===== config.mk =====
export PLATFORM = sky130hd
export DESIGN_NAME = content_bounds_blank_detect_unit
export DESIGN_NICKNAME = d
export VERILOG_FILES = /design/src/cbbd_pkg.sv /design/src/cbbd_accum.sv /design/src/cbbd_ratio.sv /design/src/content_bounds_blank_detect_unit.sv
export SDC_FILE = /design/constraint.sdc
export NUM_CORES = 2
export LEC_CHECK = 0
export ABC_AREA = 0
export BUFFER_PORTS_ARGS = -buffer_cell sky130_fd_sc_hd__buf_4
export CORE_MARGIN = 2
export CORE_UTILIZATION = 58
export CTS_CLUSTER_DIAMETER = 60
export DETAILED_ROUTE_END_ITERATION = 8
export PLACE_DENSITY = 0.89
export REMOVE_ABC_BUFFERS = 1
export SLEW_MARGIN = 20
export SYNTH_ARGS = -nofsm -noshare
export SYNTH_HDL_FRONTEND = slang
export SYNTH_SLANG_ARGS = --single-unit

===== constraint.sdc =====
create_clock -name clk -period 11.57 [get_ports clk]
set_clock_uncertainty 0.2 [all_clocks]
set_input_delay 1.7355 -clock clk [delete_from_list [all_inputs] [get_ports clk]]
set_output_delay 1.7355 -clock clk [all_outputs]
set_load 0.005 [all_outputs]

===== src/cbbd_pkg.sv =====
// Shared types, constants and the luma function of the content bounds / blank detector.
package cbbd_pkg;

  // Field widths
  localparam int COORD_W    = 12;
  localparam int COUNT_W    = 25;
  localparam int LW_W       = 13;
  localparam int LEVEL_W    = 18;
  localparam int RATIO_W    = 14;
  localparam int PROD_W     = COUNT_W + RATIO_W;
  localparam int CFG_IDX_W  = 2;
  localparam int CFG_DATA_W = 18;
  localparam int IN_DATA_W  = 32;
  localparam int OUT_DATA_W = 56;

  // Default for the image dimension limit
  localparam int MAX_DIM_DEF = 4096;
  // Coordinates are 12 bits, so a row never exceeds 4096 pixels
  localparam int COORD_LIM   = 4096;

  localparam logic [COORD_W-1:0] COORD_MAX = 12'hFFF;
  localparam logic [COUNT_W-1:0] COUNT_MAX = 25'h1FF_FFFF;
  localparam logic [RATIO_W-1:0] RATIO_SCALE = 14'd10000;

  // Register indexes on the configuration port
  localparam logic [CFG_IDX_W-1:0] REG_LINE_WIDTH  = 2'd0;
  localparam logic [CFG_IDX_W-1:0] REG_WHITE_LEVEL = 2'd1;
  localparam logic [CFG_IDX_W-1:0] REG_WHITE_RATIO = 2'd2;

  // Register reset values
  localparam logic [LW_W-1:0]    LINE_WIDTH_RST  = 13'd4096;
  localparam logic [LEVEL_W-1:0] WHITE_LEVEL_RST = 18'd252000;
  localparam logic [RATIO_W-1:0] WHITE_RATIO_RST = 14'd9995;

  // Per-image summary handed from the accumulator to the ratio stage
  typedef struct packed {
    logic               found;
    logic [COORD_W-1:0] left;
    logic [COORD_W-1:0] top;
    logic [COORD_W-1:0] right;
    logic [COORD_W-1:0] bottom;
    logic [COUNT_W-1:0] white_count;
    logic [COUNT_W-1:0] pixel_count;
  } result_t;

  // Luma scaled by 1000: 114*B + 587*G + 299*R, at most 255000
  function automatic logic [LEVEL_W-1:0] luma(input logic [23:0] px);
    logic [LEVEL_W-1:0] b;
    logic [LEVEL_W-1:0] g;
    logic [LEVEL_W-1:0] r;
    b = {10'b0, px[7:0]};
    g = {10'b0, px[15:8]};
    r = {10'b0, px[23:16]};
    return (b * 18'd114) + (g * 18'd587) + (r * 18'd299);
  endfunction

endpackage


===== src/cbbd_accum.sv =====
// Per-pixel classification and bounding box / count accumulation, one pixel per clock while s_tready is high.
module cbbd_accum #(
  parameter int MAX_DIM = cbbd_pkg::MAX_DIM_DEF
) (
  input  logic                          clk,
  input  logic                          rst,
  input  logic                          s_tvalid,
  output logic                          s_tready,
  input  logic [cbbd_pkg::IN_DATA_W-1:0] s_tdata,
  input  logic                          s_tlast,
  input  logic [cbbd_pkg::LW_W-1:0]     line_width,
  input  logic [cbbd_pkg::LEVEL_W-1:0]  white_level,
  output logic                          res_valid,
  output cbbd_pkg::result_t             res,
  input  logic                          res_ready
);
  import cbbd_pkg::*;

  localparam int WLIM = (MAX_DIM < COORD_LIM) ? MAX_DIM : COORD_LIM;
  localparam logic [LW_W-1:0] WLIM_V = LW_W'(WLIM);

  // Image state
  logic [COORD_W-1:0] column;
  logic [COORD_W-1:0] row;
  logic [COORD_W-1:0] min_col;
  logic [COORD_W-1:0] min_row;
  logic [COORD_W-1:0] max_col;
  logic [COORD_W-1:0] max_row;
  logic               found;
  logic [COUNT_W-1:0] white_count;
  logic [COUNT_W-1:0] pixel_count;

  logic               accept;
  logic [LW_W-1:0]    width;
  logic               wrap_pre;
  logic               wrap_post;
  logic [COORD_W-1:0] col;
  logic [COORD_W-1:0] row_a;
  logic [COORD_W:0]   col_inc;
  logic               content;
  logic [COORD_W-1:0] column_next;
  logic [COORD_W-1:0] row_next;
  logic [COORD_W-1:0] min_col_next;
  logic [COORD_W-1:0] min_row_next;
  logic [COORD_W-1:0] max_col_next;
  logic [COORD_W-1:0] max_row_next;
  logic               found_next;
  logic [COUNT_W-1:0] white_count_next;
  logic [COUNT_W-1:0] pixel_count_next;

  assign s_tready = !res_valid || res_ready;
  assign accept   = s_tvalid && s_tready;

  // Effective row length: zero acts as one, clamp to the dimension limit
  always_comb begin
    width = line_width;
    if (width == '0) begin
      width = LW_W'(1);
    end
    if (width > WLIM_V) begin
      width = WLIM_V;
    end
  end

  // Position of this pixel, with a wrap if the width shrank under the column
  always_comb begin
    wrap_pre  = {1'b0, column} >= width;
    col       = wrap_pre ? '0 : column;
    row_a     = (wrap_pre && row < COORD_MAX) ? row + 1'b1 : row;
    col_inc   = {1'b0, col} + 1'b1;
    wrap_post = col_inc >= width;
    column_next = wrap_post ? '0 : col_inc[COORD_W-1:0];
    row_next    = (wrap_post && row_a < COORD_MAX) ? row_a + 1'b1 : row_a;
  end

  // Classification and running bounds / counts
  always_comb begin
    content          = luma(s_tdata[23:0]) < white_level;
    min_col_next     = min_col;
    min_row_next     = min_row;
    max_col_next     = max_col;
    max_row_next     = max_row;
    found_next       = found;
    white_count_next = white_count;
    pixel_count_next = (pixel_count < COUNT_MAX) ? pixel_count + 1'b1 : pixel_count;
    if (content) begin
      if (col < min_col) begin
        min_col_next = col;
      end
      if (row_a < min_row) begin
        min_row_next = row_a;
      end
      if (col > max_col) begin
        max_col_next = col;
      end
      if (row_a > max_row) begin
        max_row_next = row_a;
      end
      found_next = 1'b1;
    end else if (white_count < COUNT_MAX) begin
      white_count_next = white_count + 1'b1;
    end
  end

  // State update; the last pixel of an image clears it for the next one
  always_ff @(posedge clk) begin
    if (rst) begin
      column      <= '0;
      row         <= '0;
      min_col     <= COORD_MAX;
      min_row     <= COORD_MAX;
      max_col     <= '0;
      max_row     <= '0;
      found       <= 1'b0;
      white_count <= '0;
      pixel_count <= '0;
    end else if (accept) begin
      if (s_tlast) begin
        column      <= '0;
        row         <= '0;
        min_col     <= COORD_MAX;
        min_row     <= COORD_MAX;
        max_col     <= '0;
        max_row     <= '0;
        found       <= 1'b0;
        white_count <= '0;
        pixel_count <= '0;
      end else begin
        column      <= column_next;
        row         <= row_next;
        min_col     <= min_col_next;
        min_row     <= min_row_next;
        max_col     <= max_col_next;
        max_row     <= max_row_next;
        found       <= found_next;
        white_count <= white_count_next;
        pixel_count <= pixel_count_next;
      end
    end
  end

  // Summary register, loaded on the last pixel's transfer
  always_ff @(posedge clk) begin
    if (rst) begin
      res_valid <= 1'b0;
    end else if (accept && s_tlast) begin
      res_valid <= 1'b1;
    end else if (res_ready) begin
      res_valid <= 1'b0;
    end
  end

  always_ff @(posedge clk) begin
    if (accept && s_tlast) begin
      res.found       <= found_next;
      res.left        <= found_next ? min_col_next : '0;
      res.top         <= found_next ? min_row_next : '0;
      res.right       <= found_next ? max_col_next : '0;
      res.bottom      <= found_next ? max_row_next : '0;
      res.white_count <= white_count_next;
      res.pixel_count <= pixel_count_next;
    end
  end

endmodule


===== src/cbbd_ratio.sv =====
// White-ratio test: product stage, then the compare into the output register.
module cbbd_ratio (
  input  logic                           clk,
  input  logic                           rst,
  input  logic [cbbd_pkg::RATIO_W-1:0]   white_ratio,
  input  logic                           res_valid,
  input  cbbd_pkg::result_t              res,
  output logic                           res_ready,
  output logic                           m_tvalid,
  input  logic                           m_tready,
  output logic [cbbd_pkg::OUT_DATA_W-1:0] m_tdata
);
  import cbbd_pkg::*;

  // Product stage
  logic               prod_valid;
  logic [PROD_W-1:0]  lhs;
  logic [PROD_W-1:0]  rhs;
  logic               found;
  logic [COORD_W-1:0] left;
  logic [COORD_W-1:0] top;
  logic [COORD_W-1:0] right;
  logic [COORD_W-1:0] bottom;

  logic out_adv;

  assign out_adv   = !m_tvalid || m_tready;
  assign res_ready = !prod_valid || out_adv;

  always_ff @(posedge clk) begin
    if (rst) begin
      prod_valid <= 1'b0;
    end else if (res_ready) begin
      prod_valid <= res_valid;
    end
  end

  // white_count * 10000 and white_ratio * pixel_count
  always_ff @(posedge clk) begin
    if (res_valid && res_ready) begin
      lhs    <= {{RATIO_W{1'b0}}, res.white_count} * {{COUNT_W{1'b0}}, RATIO_SCALE};
      rhs    <= {{COUNT_W{1'b0}}, white_ratio} * {{RATIO_W{1'b0}}, res.pixel_count};
      found  <= res.found;
      left   <= res.left;
      top    <= res.top;
      right  <= res.right;
      bottom <= res.bottom;
    end
  end

  // Output register
  always_ff @(posedge clk) begin
    if (rst) begin
      m_tvalid <= 1'b0;
    end else if (out_adv) begin
      m_tvalid <= prod_valid;
    end
  end

  always_ff @(posedge clk) begin
    if (prod_valid && out_adv) begin
      m_tdata <= {6'b0, (lhs >= rhs), bottom, right, top, left, found};
    end
  end

endmodule


===== src/content_bounds_blank_detect_unit.sv =====
// Top level of the content bounds / blank page detector.
//
// Input stream (s_*): one xRGB pixel per transfer in raster order, blue in
// s_tdata[7:0], green in [15:8], red in [23:16]; s_tlast marks the final
// pixel of an image. Pixels are taken at one per clock while s_tready is high.
// Output stream (m_*): one transfer per image, carrying content_found, the
// bounding box of pixels darker than white_level and the too_white flag.
// A result reaches m_tvalid after the last pixel's transfer through the pixel
// accumulator's summary register, the register of the two ratio products
// (25 x 14 bits each) and the output register, which takes the compare.
// Results can leave at one per clock while m_tready is high, so single-pixel
// images also run at full rate.
// Configuration (cfg_*): line_width, white_level and white_ratio, written
// with cfg_wen; write only while no image is in flight.
// Reset clears the image state and the pipeline and restores the register
// defaults (4096, 252000, 9995); s_tready is high right after reset.
// When the receiver stalls, results queue in the summary, product and output
// registers; s_tready drops only when all three are holding a result.
module content_bounds_blank_detect_unit #(
  parameter int MAX_DIM = cbbd_pkg::MAX_DIM_DEF
) (
  input  logic                            clk,
  input  logic                            rst,
  // pixel [31:0]
  input  logic                            s_tvalid,
  output logic                            s_tready,
  input  logic [cbbd_pkg::IN_DATA_W-1:0]  s_tdata,
  input  logic                            s_tlast,
  // content_found [0], box_left [12:1], box_top [24:13], box_right [36:25],
  // box_bottom [48:37], too_white [49], zero fill [55:50]
  output logic                            m_tvalid,
  input  logic                            m_tready,
  output logic [cbbd_pkg::OUT_DATA_W-1:0] m_tdata,
  input  logic                            cfg_wen,
  input  logic [cbbd_pkg::CFG_IDX_W-1:0]  cfg_index,
  input  logic [cbbd_pkg::CFG_DATA_W-1:0] cfg_wdata
);
  import cbbd_pkg::*;

  logic [LW_W-1:0]    line_width;
  logic [LEVEL_W-1:0] white_level;
  logic [RATIO_W-1:0] white_ratio;

  logic    res_valid;
  logic    res_ready;
  result_t res;

  // Configuration registers
  always_ff @(posedge clk) begin
    if (rst) begin
      line_width  <= LINE_WIDTH_RST;
      white_level <= WHITE_LEVEL_RST;
      white_ratio <= WHITE_RATIO_RST;
    end else if (cfg_wen) begin
      case (cfg_index)
        REG_LINE_WIDTH:  line_width  <= cfg_wdata[LW_W-1:0];
        REG_WHITE_LEVEL: white_level <= cfg_wdata[LEVEL_W-1:0];
        REG_WHITE_RATIO: white_ratio <= cfg_wdata[RATIO_W-1:0];
        default: ;
      endcase
    end
  end

  cbbd_accum #(
    .MAX_DIM (MAX_DIM)
  ) u_accum (
    .clk         (clk),
    .rst         (rst),
    .s_tvalid    (s_tvalid),
    .s_tready    (s_tready),
    .s_tdata     (s_tdata),
    .s_tlast     (s_tlast),
    .line_width  (line_width),
    .white_level (white_level),
    .res_valid   (res_valid),
    .res         (res),
    .res_ready   (res_ready)
  );

  cbbd_ratio u_ratio (
    .clk         (clk),
    .rst         (rst),
    .white_ratio (white_ratio),
    .res_valid   (res_valid),
    .res         (res),
    .res_ready   (res_ready),
    .m_tvalid    (m_tvalid),
    .m_tready    (m_tready),
    .m_tdata     (m_tdata)
  );

endmodule


==> results.txt <==
----------------------------------------------------
[GRT]
  Overall global routing resource usage ... between 20% and 30%
  Initial antenna violation count ... 0
  First-pass GRT wire length ... roughly 150000 um
  Aggregate global routing overflow ... 0
  Number of global-route vias before repair ... approximately 30000
  Pin count of the biggest net entering global routing ... 86

[Setup path]
  Worst Path Arrival ... between 10 and 15 ns
  Slowest cell on the critical path ... sky130_fd_sc_hd__nand4_1
  Critical path's most frequent cell ... sky130_fd_sc_hd__inv_1
  Critical Path Sink Type ... register
  Launching element type of the critical path ... input port
  Crit-path max FO ... 14
  Crit path largest cell delay ... between 0.6 and 0.7 ns
  Critical path required time ... 11.85 ns
  Cell family with the largest share of critical-path delay ... adder cells
  Combined buffer and inverter count along the critical path ... 8
  Critical path type ... in -> reg

[Finish]
  Antenna Diode Count ... 0
  Finished Core Util ... a little under two thirds
  Syn-to-layout area delta ... 7.81%
  Fraction of layout instances using a drive strength above 1 ... under 10%
  Final-stage net count ... 4872

[Logic synthesis]
  Synthesis-stage register bit count ... 443
  Combined area of all synthesized cells ... 38900 sq um
  Number of flops mapped to enable cells by yosys ... about 270
  Cell variety after synth ... 79
  Gate Count Post-Synth ... about 4000
  Most used flip-flop cell after synthesis ... sky130_fd_sc_hd__edfxtp_1
  Mean post-synth cell area ... 9.83 sq um
  Warning count from the yosys run ... 0
  Post-synth ARST share ... 0%
  Portion of the post-synthesis area used by sequential elements ... 29.8%

[Power]
  Clock group share of total power ... around 16%
  Total power per unit cell area ... between 200 and 250 nW/um^2
  Combinational power share ... between 60% and 70%
  Switch share ... 42.9%
  Cell-internal power ... 5410 uW
  Sw Pwr ... 4070 uW
  Max VDD drop ... 0.290 mV
  Reg power frac ... 23.2%
  Static leakage ... 0.0197 uW
  Post-layout total power ... 9490 uW

[Route]
  Count of unresolved DRC violations after routing ... 0
  TritonRoute pass-1 iters ... 8
  Vias after detailed routing ... 28700
  Average via count per standard cell ... 5.88
  Final antenna-violating net count ... 0
  Starting DRT DRC Count ... 2657
  Final Routed Wirelength ... 89100 um
  Average detailed-routed wire length per instance ... between 15 and 20 um

[Floorplanning]
  Initial Utilization ... 58.9%
  Number of top-level design ports ... 116
  Area enclosed by the die boundary ... around 69000 sq um
  Core Footprint ... 66100 sq um
  Die extent in y ... 263 um
  Site row count ... between 90 and 100
  Horizontal extent of the die ... 263 um

[Place]
  Post-placement setup slack ... around 0.80 ns
  Detailed-placement wirelength estimate ... 66300 um
  I/O Buffers ... 101
  Weighted congestion at the end of routability-driven global placement ... 0.919

[STA]
  Slew @ Worst Pin ... 1.13 ns
  Final count of negative-setup-slack endpoints ... 0
  Minimum clock period after layout ... 10.28 ns
  Period utilization ... 88.9%
  Number of max-slew violations in the final report ... 0
  Setup slack of the critical path after layout ... 1.29 ns
  Unrepaired setup endpoints after global routing ... false
  Max frequency ... 97.2 MHz
  Max transition margin ... between 20% and 30%
  Tightest hold margin ... 0.205 ns
  Final Hold Vio Count ... 0

[Clocking]
  Master cell of the clock root buffer ... sky130_fd_sc_hd__clkbuf_16
  Clock transition at the registers of the reported paths ... 0.06 ns
  H-tree depth reported by CTS ... 2
  Maximum root-to-sink buffer count ... 3
  Setup bufs post-CTS ... 0
  Clock Sink Count ... 443
  Worst-skew pair later-pin latency ... 0.60 ns
  Number of buffers added by the clock tree synthesis step ... 47
  CTS resizes ... 0
  Hold-fix buffer count after cts ... 0
  CTS tree ... yes

[Flow run]
  Reported max-cap violation count ... 0

[Run status]
  Status ... complete, no violations

[Worst hold path]
  Worst min-delay path category ... reg -> reg

----------------------------------------------------
[state kept, by name, summed over array words and instances, names as in the netlist, 13 cells and up]
signal               count
u_accum.res             99
u_ratio.m_tdata         50
u_ratio.rhs             39
u_ratio.lhs             35
u_accum.pixel_count     25
u_accum.white_count     25
white_level             18
white_ratio             14
line_width              13
[per-layer routing]
| layer | global-route usage [%] | part of all wire [%] | vias to the layer above |
|---|---|---|---|
| li1 | - | - | 13000 |
| met1 | 31.7 | 38 | 14200 |
| met2 | 46.7 | 51 | 1214 |
| met3 | 3.79 | 7.3 | 274 |
| met4 | 10.5 | 3.9 | 0 |
| met5 | 0 | 0 | - |
[worst paths after layout]
| path | startpoint | endpoint | slack, ns | cells after the start |
|---|---|---|---|---|
| hold / removal | u_ratio.top[3] | u_ratio.m_tdata[16] | 0.20 | 0 |
| hold reg to reg | u_ratio.top[3] | u_ratio.m_tdata[16] | 0.20 | 0 |
| setup reg to reg | white_ratio[12] | u_ratio.rhs[32] | 3.62 | 20 |
| setup / recovery | s_tdata[0] | u_accum.min_col[9] | 1.29 | 39 |
[cell families (layout without fill, tap and decap cells)]
logic type,Yosys count,in the layout,share of synthesized area (%)
other,1,6,0.00964
and+or+nand+nor,1039,1039,12.9
muxes,43,43,1.11
xor gates and xnor gates,147,147,3.31
buffers and inverters,864,912,8.46
adders and majority gates,838,838,34.8
AOI/OAI and AO/OA,586,586,9.68
DFF,443,443,29.8
[area by class of cell]
type                       count  area (sq um)
fill                        4836         24100
multi-input combinational   2659         24100
sequential                   443         11600
inverter                     697          2620
clock buffer                  63          1310
tap                          864          1080
timing repair buffer         128           965
clock inverter                24           288
[per-stage QoR]
step / area (sq um) / instances / setup TNS (ns)
floorplan: 38300 / 3799 / -16.21
global placement: 40300 / 4791 / 0
detailed placement: 40400 / 4791 / 0
CTS: 42000 / 4878 / 0
global route: 42000 / 4878 / 0
finish: 42000 / 4878 / 0
[power groups by stage]
stage               Sequential (uW)  Clock [uW]  Combinational [uW]
floorplan                      2180           0                4330
global placement               2220           0                5350
detailed placement             2230           0                5620
CTS                            2200        1550                5720
global route                   2210        1620                6500
finish                         2200        1540                5740
[synthesized netlist by cell type (75+ instances only)]
| cell type | n | area [sq um] |
|---|---|---|
| sky130_fd_sc_hd__ha_1 | 431 | 5390 |
| sky130_fd_sc_hd__a21o_1 | 75 | 563 |
| sky130_fd_sc_hd__a21oi_1 | 170 | 851 |
| sky130_fd_sc_hd__xnor2_1 | 96 | 841 |
| sky130_fd_sc_hd__o21ai_0 | 111 | 556 |
| sky130_fd_sc_hd__and2_1 | 156 | 976 |
| sky130_fd_sc_hd__fa_1 | 407 | 8150 |
| sky130_fd_sc_hd__inv_1 | 696 | 2610 |
| sky130_fd_sc_hd__nor2_1 | 169 | 634 |
| sky130_fd_sc_hd__dfxtp_1 | 171 | 3420 |
| sky130_fd_sc_hd__edfxtp_1 | 272 | 8170 |
| sky130_fd_sc_hd__clkbuf_1 | 144 | 541 |
| sky130_fd_sc_hd__nand2_1 | 419 | 1570 |
[cells in the final DEF, fill, tap and decap left out, types with 38 or more instances in the layout]
cell	count
sky130_fd_sc_hd__inv_1	695
sky130_fd_sc_hd__ha_1	431
sky130_fd_sc_hd__nand2_1	419
sky130_fd_sc_hd__fa_1	407
sky130_fd_sc_hd__edfxtp_1	272
sky130_fd_sc_hd__a21oi_1	170
sky130_fd_sc_hd__dfxtp_1	169
sky130_fd_sc_hd__nor2_1	167
sky130_fd_sc_hd__and2_1	156
sky130_fd_sc_hd__buf_4	127
sky130_fd_sc_hd__o21ai_0	111
sky130_fd_sc_hd__xnor2_1	96
sky130_fd_sc_hd__a21o_1	75
sky130_fd_sc_hd__nand3_1	63
sky130_fd_sc_hd__xor2_1	51
sky130_fd_sc_hd__clkbuf_16	47
sky130_fd_sc_hd__mux2i_1	42
sky130_fd_sc_hd__nand4_1	38
(Power assumes the default switching activity.)
